[src/rtl/nam_pkg.sv]
// Shared types and constants for the nonlinear audio mixer.
// No dependencies.
package nam_pkg;

   localparam int SampleBits = 16;
   localparam int QueueDepth = 4;
   localparam int QPtrBits   = $clog2(QueueDepth);
   localparam int QCntBits   = $clog2(QueueDepth + 1);

   localparam logic [1:0] MODE_FOLD = 2'd0;
   localparam logic [1:0] MODE_DUP  = 2'd1;
   localparam logic [1:0] MODE_MIX  = 2'd2;
   localparam logic [1:0] MODE_PASS = 2'd3;

   typedef enum logic [2:0] {
      OP_FOLD,
      OP_FOLD_EMIT,
      OP_EMIT,
      OP_DUP,
      OP_MIX,
      OP_PASS
   } op_type;

   typedef struct packed {
      op_type                op;
      logic [SampleBits-1:0] first;
      logic [SampleBits-1:0] second;
   } entry_type;

   typedef struct packed {
      logic not_empty;
      logic full;
   } q_status_type;

endpackage

[src/rtl/nam_front.sv]
// Front end: mode register, input acceptance and classification into queue ops.
// Depends on nam_pkg.
module nam_front (
   input  logic                             clock,
   input  logic                             reset,
   input  logic                             csr_wr_en,
   input  logic [1:0]                       csr_wr_data,
   input  logic                             req_tvalid,
   output logic                             req_tready,
   input  logic [2*nam_pkg::SampleBits-1:0] req_tdata,
   input  logic                             req_tlast,
   input  logic                             req_tuser,
   input  nam_pkg::q_status_type            q_status,
   output logic                             push,
   output nam_pkg::entry_type               push_entry
);

   logic [1:0]      mode_ff, mode_in;
   logic            keep;
   nam_pkg::op_type op;

   always_comb begin
      mode_in = csr_wr_en ? csr_wr_data : mode_ff;
   end

   always_ff @(posedge clock) begin
      if (reset) begin
         mode_ff <= nam_pkg::MODE_FOLD;
      end else begin
         mode_ff <= mode_in;
      end
   end

   // an absent source that does not close the fold changes nothing: dropped here
   always_comb begin
      keep = 1'b1;
      op   = nam_pkg::OP_PASS;
      case (mode_ff)
         nam_pkg::MODE_FOLD: begin
            if (req_tuser && req_tlast) begin
               op = nam_pkg::OP_FOLD_EMIT;
            end else if (req_tuser) begin
               op = nam_pkg::OP_FOLD;
            end else if (req_tlast) begin
               op = nam_pkg::OP_EMIT;
            end else begin
               keep = 1'b0;
            end
         end
         nam_pkg::MODE_DUP:  op = nam_pkg::OP_DUP;
         nam_pkg::MODE_MIX:  op = nam_pkg::OP_MIX;
         nam_pkg::MODE_PASS: op = nam_pkg::OP_PASS;
         default:            op = nam_pkg::OP_PASS;
      endcase
   end

   assign req_tready        = ~q_status.full;
   assign push              = req_tvalid & req_tready & keep;
   assign push_entry.op     = op;
   assign push_entry.first  = req_tdata[nam_pkg::SampleBits-1:0];
   assign push_entry.second = req_tdata[2*nam_pkg::SampleBits-1:nam_pkg::SampleBits];

endmodule

[src/rtl/nam_queue.sv]
// Short op queue between front and back end.
// Depends on nam_pkg.
module nam_queue (
   input  logic                  clock,
   input  logic                  reset,
   input  logic                  push,
   input  nam_pkg::entry_type    push_entry,
   input  logic                  pop,
   output nam_pkg::entry_type    head_entry,
   output nam_pkg::q_status_type q_status
);

   localparam int PtrBits = nam_pkg::QPtrBits;
   localparam int CntBits = nam_pkg::QCntBits;

   nam_pkg::entry_type entries_ff [nam_pkg::QueueDepth];
   logic [PtrBits-1:0] wr_ptr_ff, wr_ptr_in;
   logic [PtrBits-1:0] rd_ptr_ff, rd_ptr_in;
   logic [CntBits-1:0] count_ff, count_in;

   always_comb begin
      wr_ptr_in = push ? wr_ptr_ff + PtrBits'(1) : wr_ptr_ff;
      rd_ptr_in = pop  ? rd_ptr_ff + PtrBits'(1) : rd_ptr_ff;
      count_in  = count_ff;
      if (push && !pop) begin
         count_in = count_ff + CntBits'(1);
      end else if (pop && !push) begin
         count_in = count_ff - CntBits'(1);
      end
   end

   always_ff @(posedge clock) begin
      if (reset) begin
         wr_ptr_ff <= '0;
         rd_ptr_ff <= '0;
         count_ff  <= '0;
      end else begin
         wr_ptr_ff <= wr_ptr_in;
         rd_ptr_ff <= rd_ptr_in;
         count_ff  <= count_in;
      end
   end

   always_ff @(posedge clock) begin
      if (push) begin
         entries_ff[wr_ptr_ff] <= push_entry;
      end
   end

   assign head_entry         = entries_ff[rd_ptr_ff];
   assign q_status.not_empty = (count_ff != '0);
   assign q_status.full      = (count_ff == CntBits'(nam_pkg::QueueDepth));

endmodule

[src/rtl/nam_back.sv]
// Back end: fold accumulator, mix unit and registered result stage.
// Depends on nam_pkg.
module nam_back (
   input  logic                          clock,
   input  logic                          reset,
   input  nam_pkg::q_status_type         q_status,
   input  nam_pkg::entry_type            head_entry,
   output logic                          pop,
   output logic                          rsp_tvalid,
   input  logic                          rsp_tready,
   output logic [nam_pkg::SampleBits-1:0] rsp_tdata,
   output logic                          rsp_tlast,
   output logic                          rsp_tuser
);

   localparam int N = nam_pkg::SampleBits;
   localparam int W = N + 4;
   localparam logic signed [W-1:0] Half   = W'(1) <<< (N - 1);
   localparam logic signed [W-1:0] SatMax = Half - W'(1);
   localparam logic signed [W-1:0] SatMin = -Half;

   // offset both by one, product or 2(a+b)-ab-2, offset back, saturate
   function automatic logic [N-1:0] f_mix(input logic [N-1:0] x, input logic [N-1:0] y);
      logic [N-1:0]          a;
      logic [N-1:0]          b;
      logic [2*N-1:0]        prod;
      logic [N:0]            p;
      logic [N:0]            sum;
      logic signed [W-1:0]   r;
      logic [N-1:0]          res;
      a    = {~x[N-1], x[N-2:0]};
      b    = {~y[N-1], y[N-2:0]};
      prod = ((2*N)'(a) * (2*N)'(b)) + ((2*N)'(1) << (N - 2));
      p    = prod[2*N-1:N-1];
      sum  = (N+1)'(a) + (N+1)'(b);
      if (!a[N-1] && !b[N-1]) begin
         r = $signed(W'(p)) - Half;
      end else begin
         r = $signed({2'b00, sum, 1'b0}) - $signed(W'(p)) - Half - Half - Half;
      end
      if (r > SatMax) begin
         res = SatMax[N-1:0];
      end else if (r < SatMin) begin
         res = SatMin[N-1:0];
      end else begin
         res = r[N-1:0];
      end
      return res;
   endfunction

   logic [N-1:0] acc_ff, acc_in;
   logic         have_ff, have_in;
   logic         phase_ff, phase_in;
   logic         valid_ff, valid_in;
   logic [N-1:0] data_ff;
   logic         last_ff, nosrc_ff;

   logic         out_free, emit, out_last, out_nosrc;
   logic [N-1:0] out_data, mix_y, mix_r, fold_val;

   assign out_free = ~valid_ff | rsp_tready;
   assign mix_y    = (head_entry.op == nam_pkg::OP_MIX) ? head_entry.second : acc_ff;
   assign mix_r    = f_mix(head_entry.first, mix_y);
   assign fold_val = have_ff ? mix_r : head_entry.first;

   always_comb begin
      pop       = 1'b0;
      emit      = 1'b0;
      out_data  = head_entry.first;
      out_nosrc = 1'b0;
      out_last  = 1'b1;
      acc_in    = acc_ff;
      have_in   = have_ff;
      phase_in  = phase_ff;
      if (q_status.not_empty) begin
         case (head_entry.op)
            nam_pkg::OP_FOLD: begin
               pop     = 1'b1;
               acc_in  = fold_val;
               have_in = 1'b1;
            end
            nam_pkg::OP_FOLD_EMIT: begin
               if (out_free) begin
                  pop      = 1'b1;
                  emit     = 1'b1;
                  out_data = fold_val;
                  acc_in   = '0;
                  have_in  = 1'b0;
               end
            end
            nam_pkg::OP_EMIT: begin
               if (out_free) begin
                  pop       = 1'b1;
                  emit      = 1'b1;
                  out_data  = have_ff ? acc_ff : '0;
                  out_nosrc = ~have_ff;
                  acc_in    = '0;
                  have_in   = 1'b0;
               end
            end
            nam_pkg::OP_DUP: begin
               // two transfers per entry; phase marks the second
               if (out_free) begin
                  emit = 1'b1;
                  if (!phase_ff) begin
                     out_last = 1'b0;
                     phase_in = 1'b1;
                  end else begin
                     pop      = 1'b1;
                     phase_in = 1'b0;
                  end
               end
            end
            nam_pkg::OP_MIX: begin
               if (out_free) begin
                  pop      = 1'b1;
                  emit     = 1'b1;
                  out_data = mix_r;
               end
            end
            nam_pkg::OP_PASS: begin
               if (out_free) begin
                  pop  = 1'b1;
                  emit = 1'b1;
               end
            end
            default: begin
               pop = 1'b1;
            end
         endcase
      end
   end

   assign valid_in = emit | (valid_ff & ~rsp_tready);

   always_ff @(posedge clock) begin
      if (reset) begin
         acc_ff   <= '0;
         have_ff  <= 1'b0;
         phase_ff <= 1'b0;
         valid_ff <= 1'b0;
      end else begin
         acc_ff   <= acc_in;
         have_ff  <= have_in;
         phase_ff <= phase_in;
         valid_ff <= valid_in;
      end
   end

   always_ff @(posedge clock) begin
      if (emit) begin
         data_ff  <= out_data;
         last_ff  <= out_last;
         nosrc_ff <= out_nosrc;
      end
   end

   assign rsp_tvalid = valid_ff;
   assign rsp_tdata  = data_ff;
   assign rsp_tlast  = last_ff;
   assign rsp_tuser  = nosrc_ff;

endmodule

[src/rtl/nonlinear_audio_mixer_unit.sv]
// Nonlinear audio mixer for signed Q1.15 samples, top level.
// Usage:
//  req_ channel: one item per transfer; tdata holds the two samples, tuser
//    marks a present source, tlast the last source of a fold.
//  rsp_ channel: one mixed sample per transfer; tuser flags a fold with no
//    source, tlast the final result of an item.
//  csr_: mode register (0 fold, 1 mono to stereo, 2 stereo to mono, 3 pass
//    through), for the user to write only while the block is idle (no check).
// Flow: the front end classifies one item per cycle into a four-entry queue
// while req_tready is high; the back end's single mix unit (one 16x16 multiply)
// and the fold accumulator complete one entry per cycle while the result stage
// is free, and move it into the registered result stage on rsp_. Mono to stereo
// takes two result transfers per item; its entry is popped with the second.
// Stall: the result register holds while rsp_tready is low; the queue keeps
// taking items until it holds four, then req_tready drops.
// Reset clears the mode to fold, the accumulator, the queue pointers and count
// and the result valid flag; queue entries and result data are not reset.
// Depends on nam_pkg, nam_front, nam_queue and nam_back.
module nonlinear_audio_mixer_unit (
   input  logic                             clock,
   input  logic                             reset,
   input  logic                             csr_wr_en,
   input  logic [1:0]                       csr_wr_data,
   input  logic                             req_tvalid,
   output logic                             req_tready,
   input  logic [2*nam_pkg::SampleBits-1:0] req_tdata,  // sample_first, sample_second
   input  logic                             req_tlast,  // last_source
   input  logic                             req_tuser,  // source_present
   output logic                             rsp_tvalid,
   input  logic                             rsp_tready,
   output logic [nam_pkg::SampleBits-1:0]   rsp_tdata,  // mixed_sample
   output logic                             rsp_tlast,  // last
   output logic                             rsp_tuser   // no_source
);

   nam_pkg::q_status_type q_status;
   nam_pkg::entry_type    push_entry;
   nam_pkg::entry_type    head_entry;
   logic                  push;
   logic                  pop;

   nam_front u_front (
      .clock       (clock),
      .reset       (reset),
      .csr_wr_en   (csr_wr_en),
      .csr_wr_data (csr_wr_data),
      .req_tvalid  (req_tvalid),
      .req_tready  (req_tready),
      .req_tdata   (req_tdata),
      .req_tlast   (req_tlast),
      .req_tuser   (req_tuser),
      .q_status    (q_status),
      .push        (push),
      .push_entry  (push_entry)
   );

   nam_queue u_queue (
      .clock      (clock),
      .reset      (reset),
      .push       (push),
      .push_entry (push_entry),
      .pop        (pop),
      .head_entry (head_entry),
      .q_status   (q_status)
   );

   nam_back u_back (
      .clock      (clock),
      .reset      (reset),
      .q_status   (q_status),
      .head_entry (head_entry),
      .pop        (pop),
      .rsp_tvalid (rsp_tvalid),
      .rsp_tready (rsp_tready),
      .rsp_tdata  (rsp_tdata),
      .rsp_tlast  (rsp_tlast),
      .rsp_tuser  (rsp_tuser)
   );

endmodule

[config.mk]
export PLATFORM = sky130hd
export DESIGN_NAME = nonlinear_audio_mixer_unit
export DESIGN_NICKNAME = d
export VERILOG_FILES = /design/src/rtl/nam_pkg.sv /design/src/rtl/nam_front.sv /design/src/rtl/nam_queue.sv /design/src/rtl/nam_back.sv /design/src/rtl/nonlinear_audio_mixer_unit.sv
export SDC_FILE = /design/constraint.sdc
export NUM_CORES = 1
export LEC_CHECK = 0
export ABC_AREA = 1
export BUFFER_PORTS_ARGS = -buffer_cell sky130_fd_sc_hd__buf_2
export CAP_MARGIN = 20
export CORE_ASPECT_RATIO = 0.7
export CORE_MARGIN = 2
export CORE_UTILIZATION = 28
export CTS_CLUSTER_DIAMETER = 200
export DETAILED_ROUTE_END_ITERATION = 7
export GPL_TIMING_DRIVEN = 1
export PLACE_DENSITY = 0.46
export SLEW_MARGIN = 0
export SYNTH_ARGS = -nofsm -noshare
export SYNTH_HDL_FRONTEND = slang
export SYNTH_SLANG_ARGS = --single-unit
[constraint.sdc]
create_clock -name clock -period 11.3 [get_ports clock]
set_input_delay 1.13 -clock clock [delete_from_list [all_inputs] [get_ports clock]]
set_output_delay 1.13 -clock clock [all_outputs]
set_load 0.02 [all_outputs]
==> results of run 1 <==
==> placed cells by master (no fill, tap or decap), types with 5 or more instances in the layout <==
cell,Yosys,layout
xnor2_1,14,13
xor2_1,24,24
a32oi_1,14,14
nand3_2,21,21
nand2_1,489,488
inv_8,0,6
nand2_2,26,27
nand4_1,6,6
or2_2,33,33
o21ai_1,2,5
buf_2,4,60
nor3_1,17,17
dfxtp_1,30,29
inv_1,382,379
nand3_1,81,81
ha_1,153,152
clkinv_1,12,8
edfxtp_1,158,158
o21ai_0,67,64
fa_1,197,197
nor2_1,193,189
clkinvlp_4,0,5
o21bai_1,5,5
clkbuf_16,0,17
buf_4,6,67
a32o_1,12,12
a21oi_2,7,8
a21oi_1,127,126
a21boi_0,9,9
==> kinds of logic (layout without fill, tap and decap cells) <==
| family | Yosys count | after routing | synth area share |
|---|---|---|---|
| buf+inv | 469 | 561 | 0.0972 |
| compound gates | 267 | 267 | 0.0846 |
| flops | 188 | 188 | 0.285 |
| mux | 2 | 2 | 0.00107 |
| simple gates | 879 | 879 | 0.202 |
| xor+xnor | 38 | 38 | 0.0178 |
| fa+ha+maj | 350 | 350 | 0.313 |
==> worst max path at each step <==
stage	endpoint	slack (ps)
floorplan	u_back.rsp_tdata[9]	1800
CTS	u_back.rsp_tdata[7]	170
global placement	u_back.rsp_tdata[7]	70
detailed placement	u_back.rsp_tdata[7]	40
global route	u_back.rsp_tdata[7]	7
finish	u_back.rsp_tdata[7]	830
==> layer usage <==
layer  track usage  vias to the layer above
met1         0.264                     7405
met3        0.0532                       47
met4        0.0238                        0
met2         0.257                      492
li1              -                     7120
met5             0                        -
==> metrics by stage <==
step | instances | setup WS, ps | hold WS [ps] | cell area (um^2)
after detailed placement | 3133 | 39.5 | 461 | 20300
after CTS | 3168 | 172 | 481 | 21000
final | 3176 | 826 | 484 | 21100
after floorplan | 2193 | 1800 | 436 | 18700
after global placement | 3132 | 72.4 | 457 | 20300
after global routing | 3176 | 7.42 | 511 | 21100
==> worst max-delay path, delay by kind of cell (launching register included) <==
family / cells / cell delay (ps)
buffers and inverters: 8 / 1760
adders and majority gates: 9 / 3980
xor gates and xnor gates: 1 / 500
AOI/OAI and AO/OA: 9 / 1500
DFF: 1 / 320
and+or+nand+nor: 20 / 2050
==> sequential cells by signal (all words and copies together), names as in the netlist, named ones only <==
register / count
u_back.rsp_tdata: 16
u_queue.count_ff: 3
u_back.have_ff: 1
u_queue.rd_ptr_ff: 2
u_front.mode_ff: 2
u_back.rsp_tvalid: 1
u_queue.wr_ptr_ff: 2
u_back.rsp_tuser: 1
u_queue.entries_ff: 140
u_back.acc_ff: 16
u_back.rsp_tlast: 1
u_back.phase_ff: 1
==> area by class of cell <==
| type | instances | area (um^2) | share of cell area |
|---|---|---|---|
| multi-input combinational | 1536 | 11600 | 0.551 |
| tap | 891 | 1110 | 0.0528 |
| clock inverter | 15 | 196 | 0.00930 |
| inverter | 397 | 1510 | 0.0716 |
| sequential | 188 | 5350 | 0.253 |
| clock buffer | 17 | 425 | 0.0201 |
| timing repair buffer | 132 | 877 | 0.0415 |
==> repair_timing <==
action | in CTS | in global routing
buffers inserted | 3 | 8
pin swaps | 1 | 0
endpoints found under the setup margin | 1 | 31
resized for setup | 0 | 21
==> run summary, run 1 <==
Yosys Warn Count - 0
Uppermost layer routed - met4
# port buffers - 60
ANT nets after route - 0
Met1 WL - 29,600 um
Wire length per cell - 18.9 um
Vias per inst - 4.74
Arr. time, crit path - 10,640 ps
Fin util - 0.318
Most common cell in the netlist - nand2_1
Number of flops mapped to enable cells by yosys - 158
Mapped Cells - 2,193
Overflow after GRT - 0
Via count - 15,064
DP HPWL - 47,900 um
Layout cell share with drive strength beyond 1 - 0.123
# IOs - 61
Hold path depth - 1
Layout fillers - 7,003
R2r setup slk - 830 ps
Crit share post-route - 0.927
Most frequently used flop master after synthesis - edfxtp_1
Drt pass-1 iters - 7
Unique masters post-synth - 55
Synthesized Nets - 2,584
Initial Utilization - 0.283
Post-synth top area share - 0.253
Mapped Area - 18,700 um^2
Crit-path slowest cell - fa_1
Reg-to-Reg End - u_back.rsp_tdata[7]
RSZ-0062 raised after global routing - no
Fmax - 95.5 MHz
Seq/Total Area, Yosys - 0.285
Clk_lat worst skew - 440 ps
Hold buffer count at CTS - 0
Met3 wire len - 5580 um
Syn Area/Cell - 8.55 um^2
Overall Global Routing Usage - 0.177
#FFs+latches synth - 188
Routability-driven placement congestion ratio - 0.964
Routed wl met2 - 24,200 um
TritonCTS buffer count - 17
Clk buf depth - 2
FP Rows - 79
Dominant cell type by area after synthesis - edfxtp_1
DIE AREA - 69,000 um^2
Area of the core - 66,300 um^2
Crit path launch type - flip-flop
Hold WC Path Type - reg2reg
Slew margin rel. - 0.294
Status - complete, no violations
Final critical-path required period - 10,470 ps
Max cap viols - 0
Chip Width - 313 um
HP Start - u_queue.rd_ptr_ff[0]
Area grow syn2layout - 12.7%
# diodes - 0
Largest net degree at the start of global routing - 67
WP data required - 11,470 ps
DR iter-0 viols - 1,220
Count of final hold-check violations - 0
Final WL - 59,900 um
Worst-path clk slew - 80 ps
Layout Nets - 2,663
Crit path top cell by count - nand2_1
Vias in the first global route - 15,023
Die Y - 220 um
Worst Clk Skew - 17.2 ps
Main area contributors after synthesis - edfxtp_1 (25%), fa_1 (21%), ha_1 (10%)
Pins Over Slew Limit - 0
Worst Tran Pin Value - 1060 ps
DRC violations left - 0
Setup TNS - 0 ps
Crit Path Max Fanout - 48
WS Path Type - reg2reg
Root Buffer - clkbuf_16
Reg2Reg Depth - 47
WHS Endpoint - u_queue.rd_ptr_ff[0]
Final setup fails - 0
CTS sink cnt - 188
CTS tree - built
CP endpoint kind - flip-flop
CTS HTree Levels - 4
Max incr delay on CP - 580 ps
Asr flop ratio synth - 0
Antenna violations before repair - 1
Top cells by count, synth - nand2_1 (489), inv_1 (382), fa_1 (197), nor2_1 (193), edfxtp_1 (158)
First-pass GRT wire length - 91,800 um
Power of run 1 is not shown: default switching activity piles up to over one toggle a cycle in this logic, so the estimate is an artifact.
==> inputs of run 2 (changes only) <==
Settings changed: CTS_BUF_LIST set to sky130_fd_sc_hd__clkbuf_4 sky130_fd_sc_hd__clkbuf_8, PLACE_DENSITY 0.46 to 0.41.
==> run 2 against run 1 <==
Against the previous run:
- sequential share of layout area grew 0.29 points
- die area unchanged
- flip-flop and latch count unchanged
- worst hold slack lost 0.52 ps
- fmax decreased by 2.2%
- global-route usage rose by 0.69 points
- first-iteration DRC count fell by 3.4%
- register-to-register slack got worse by 240 ps
- routed wire length is 2.5% higher
==> run summary, run 2 (synthesis gave the netlist of run 1 again) <==
Via count - 15,042
Final WL - 61,500 um
Final setup fails - 0
Status - complete, no violations
Largest net degree at the start of global routing - 61
Crit path top cell by count - nand2_1
First-pass GRT wire length - 95,600 um
CTS HTree Levels - 4
HP Start - u_back.acc_ff[15]
CP endpoint kind - flip-flop
Antenna violations before repair - 0
Initial Utilization - 0.283
ANT nets after route - 0
Vias per inst - 4.74
Crit share post-route - 0.948
Chip Width - 313 um
CTS tree - built
Area of the core - 66,300 um^2
# port buffers - 60
DIE AREA - 69,000 um^2
DRC violations left - 0
Overflow after GRT - 0
Crit-path slowest cell - fa_1
DR iter-0 viols - 1,178
Setup TNS - 0 ps
Overall Global Routing Usage - 0.184
Max incr delay on CP - 540 ps
WS Path Type - reg2reg
Arr. time, crit path - 10,940 ps
Root Buffer - clkbuf_8
DP HPWL - 48,700 um
Count of final hold-check violations - 0
Commonest non-fill, non-tap cell in the layout - nand2_1
Area grow syn2layout - 11.5%
Final critical-path required period - 10,710 ps
# diodes - 0
Wire length per cell - 19.4 um
Routability-driven placement congestion ratio - 0.900
Crit path launch type - flip-flop
TritonCTS buffer count - 17
Max reg flops - 140
Pins Over Slew Limit - 0
Hold WC Path Type - reg2reg
Drt pass-1 iters - 5
Die Y - 220 um
Layout Nets - 2,659
Vias in the first global route - 15,326
Most frequent cells in the layout - nand2_1 (487), inv_1 (375), fa_1 (197)
Top reg by flops - u_queue.entries_ff
Layout fillers - 7,040
Layout cell share with drive strength beyond 1 - 0.123
Max cap viols - 0
Worst-path clk slew - 120 ps
Worst Clk Skew - 23.6 ps
Worst Tran Pin Value - 1090 ps
CTS sink cnt - 188
Crit Path Max Fanout - 30
Clk_lat worst skew - 480 ps
FP Rows - 79
Fmax - 93.4 MHz
# IOs - 61
WP data required - 11,530 ps
Clk buf depth - 2
Slew margin rel. - 0.274
-- run 2: layer usage --
layer	share of wire	track usage
met5	0	0
met4	0.0084	0.0244
met1	0.52	0.286
met2	0.41	0.270
met3	0.063	0.0319
-- run 2: layout make-up --
class                      instances  area, um^2  area share
tap                              891        1110      0.0534
clock inverter                    15         173     0.00826
multi-input combinational       1536       11600       0.557
timing repair buffer             128         862      0.0413
inverter                         397        1520      0.0729
sequential                       188        5350       0.256
clock buffer                      17         234      0.0112
-- run 2: worst paths after layout --
| kind | cells past startpoint | endpoint | slack (ps) |
|---|---|---|---|
| hold / removal | 2 | u_back.acc_ff[15] | 480 |
| setup reg to reg | 53 | u_back.rsp_tdata[1] | 590 |
| hold reg to reg | 2 | u_back.acc_ff[15] | 480 |
| setup / recovery | 53 | u_back.rsp_tdata[1] | 590 |
-- run 2: through the flow --
stage	utilization	setup slack, ps	area, um^2	instances	hold slack [ps]
after floorplan	-	1800	18700	2193	436
after global placement	0.306	110	20300	3125	455
after detailed placement	0.306	37.3	20300	3125	461
after CTS	0.312	211	20700	3160	479
after global routing	0.315	-30.2	20900	3172	497
final	0.315	589	20900	3172	483
-- run 2: critical path: cells and delay by family, from the launching register on --
kind | cells | cell delay [ps]
buf+inv | 9 | 1340
xor+xnor | 1 | 200
compound gates | 10 | 1640
flops | 1 | 410
simple gates | 23 | 2630
fa+ha+maj | 10 | 4200
-- run 2: what timing repair did --
action,in CTS,in global routing
gates resized for setup,0,28
pin swaps,1,0
hold endpoints to repair,0,0
endpoints found under the setup margin,1,31
gates cloned,0,0
hold buffers,0,0
setup buffers,3,12
Power of run 2 is left out for the same reason.
==> inputs of run 3 (changes only) <==
Settings changed: ABC_AREA 1 to not set.
Clock period 11.3 ns to 11.1 ns, I/O delays scaled along.
==> run 3 against run 2 <==
Against the previous run:
- the flow now finishes with violations (setup timing)
- synthesized cell count fell by 18%
- die area is 1.2% lower
- count of clock-buffer cells in the layout stayed put
- fmax down 4.4%
- worst hold slack improved by 26 ps
- flip-flop and latch count stayed put
- critical path type unchanged
- largest cell class unchanged
- highest routed layer unchanged
==> run summary, run 3 <==
Status - finished, violations left
Failing checks - setup timing
Hold Slack - 509 ps
First-pass GRT wire length - 96,700 um
Area grow syn2layout - 26.4%
Mapped Area - 18,500 um^2
Synthesized Nets - 2,190
CTS HTree Levels - 4
Dominant cell type by area after synthesis - edfxtp_1
CP Buf/Inv Count - 9
Final setup fails - 16
Slew margin rel. - 0.277
DIE AREA - 68,200 um^2
WP data required - 11,350 ps
Crit share post-route - 1.01
Hold path depth - 2
Number of flops mapped to enable cells by yosys - 158
Layout fillers - 6,651
Top reg by flops - u_queue.entries_ff
ANT nets after route - 0
Final WL - 63,300 um
Yosys Warn Count - 0
Worst-path clk slew - 110 ps
WHS Endpoint - u_back.phase_ff
# port buffers - 60
Wire length per cell - 20.9 um
Most common cell in the netlist - inv_1
Hold WC Path Type - reg2reg
Syn Area/Cell - 10.3 um^2
#FFs+latches synth - 188
TritonCTS buffer count - 17
Most frequently used flop master after synthesis - edfxtp_1
Reg-to-Reg End - u_back.rsp_tdata[13]
Reg2Reg Depth - 48
Most frequent cells in the layout - buf_4 (302), inv_1 (271), nand2_1 (202)
CP endpoint kind - flip-flop
DP HPWL - 50,900 um
Overall Global Routing Usage - 0.190
Main area contributors after synthesis - edfxtp_1 (26%), fa_1 (21%), ha_1 (10%)
Layout Nets - 2,531
WS Path Type - reg2reg
Drt pass-1 iters - 5
Vias in the first global route - 15,100
Multi-input logic area - 12,500 um^2
Root Buffer - clkbuf_8
Max reg flops - 140
Clk buf depth - 2
Asr flop ratio synth - 0
RSZ-0062 raised after global routing - yes
Vias per inst - 4.86
Pins Over Slew Limit - 0
CTS tree - built
Unique masters post-synth - 79
Chip Width - 311 um
Overflow after GRT - 0
Count of final hold-check violations - 0
Fin util - 0.359
Setup TNS - -818 ps
Via count - 14,737
Final critical-path required period - 11,200 ps
Post-synth top area share - 0.256
Max incr delay on CP - 560 ps
Arr. time, crit path - 11,440 ps
Cell family with most CP delay - adder cells
CTS sink cnt - 188
Antenna violations before repair - 2
Crit Path Max Fanout - 13
DR iter-0 viols - 1,069
Initial Utilization - 0.284
Layout cell share with drive strength beyond 1 - 0.281
Worst Clk Skew - 19.6 ps
Clk_lat worst skew - 490 ps
Worst Tran Pin Value - 1080 ps
FP Rows - 78
Top cells by count, synth - inv_1 (282), nand2_1 (210), fa_1 (197), edfxtp_1 (158), ha_1 (153)
Commonest non-fill, non-tap cell in the layout - buf_4
Mapped Cells - 1,799
Max cap viols - 0
Routability-driven placement congestion ratio - 0.897
DRC violations left - 0
Register area - 5350 um^2
# diodes - 0
Largest net degree at the start of global routing - 36
Fmax - 89.3 MHz
Final worst slack - -98.1 ps
R2r setup slk - -100 ps
# IOs - 61
Die Y - 219 um
HP Start - u_back.phase_ff
Crit path launch type - flip-flop
Area of the core - 65,100 um^2
Seq/Total Area, Yosys - 0.289
Crit-path slowest cell - mux4_2
==> run 3: cell types whose count changed after synthesis, sizes merged, moves of 15 or more <==
cell / previous run / this run
and2: 2 / 59
nand2: 519 / 210
a21o: 3 / 18
inv: 385 / 282
xnor2: 14 / 32
nor2: 194 / 99
a21oi: 134 / 83
mux2i: 2 / 22
nand3: 102 / 14
mux2: 0 / 20
nor2b: 0 / 29
mux4: 0 / 29
or2: 34 / 2
==> run 3: cell type report <==
| cell class | count | area share |
|---|---|---|
| Clock inverter | 15 | 0.00637 |
| Inverter | 288 | 0.0463 |
| Clock buffer | 17 | 0.0100 |
| Timing Repair Buffer | 390 | 0.128 |
| Sequential cell | 188 | 0.229 |
| Tap cell | 880 | 0.0471 |
| Multi-Input combinational cell | 1255 | 0.534 |
==> run 3: cell families after synthesis <==
| kind of cell | count (synthesis) | share of synthesized area |
|---|---|---|
| xor+xnor | 52 | 0.0266 |
| fa+ha+maj | 350 | 0.317 |
| flops | 188 | 0.289 |
| simple gates | 476 | 0.121 |
| buf+inv | 356 | 0.0746 |
| mux | 71 | 0.0594 |
| compound gates | 306 | 0.113 |
==> run 3: worst max path at each step <==
stage                   start                    to  slack [ps]  cells past startpoint
floorplan           flip-flop  u_back.rsp_tdata[13]          10                     47
global placement    flip-flop   u_back.rsp_tdata[6]        -820                     42
detailed placement  flip-flop  u_back.rsp_tdata[11]        -870                     46
CTS                 flip-flop  u_back.rsp_tdata[11]         -80                     49
global route        flip-flop  u_back.rsp_tdata[13]        -540                     48
finish              flip-flop  u_back.rsp_tdata[13]        -100                     48
==> run 3: worst min-delay path, cell delays in order (launching register included) <==
cell     delay, ps
dfxtp_1        330
o21ai_0         70
a21oi_1         60
==> run 3: timing repair <==
action                     4_1_cts  5_1_grt
hold buffers                     0        0
pin swaps                       67       79
setup buffers                   26       13
setup endpoints to repair       31       30
gates resized for setup        105       69
==> run 3: layer usage <==
layer | wire, um | global-route usage | up-vias
li1 | - | - | 6776
met1 | 33500 | 0.307 | 7531
met2 | 25400 | 0.269 | 388
met3 | 3570 | 0.0233 | 42
met4 | 764 | 0.0295 | 0
met5 | 0 | 0 | -
==> run 3: per-stage QoR <==
| stage | worst slack, ps | instances | cell area (um^2) |
|---|---|---|---|
| floorplan | 11.2 | 1799 | 18600 |
| global placement | -817 | 2960 | 21900 |
| detailed placement | -869 | 2960 | 21900 |
| CTS | -79.4 | 3018 | 22900 |
| global route | -537 | 3033 | 23400 |
| finish | -98.1 | 3033 | 23400 |
Power of run 3 is left out for the same reason.
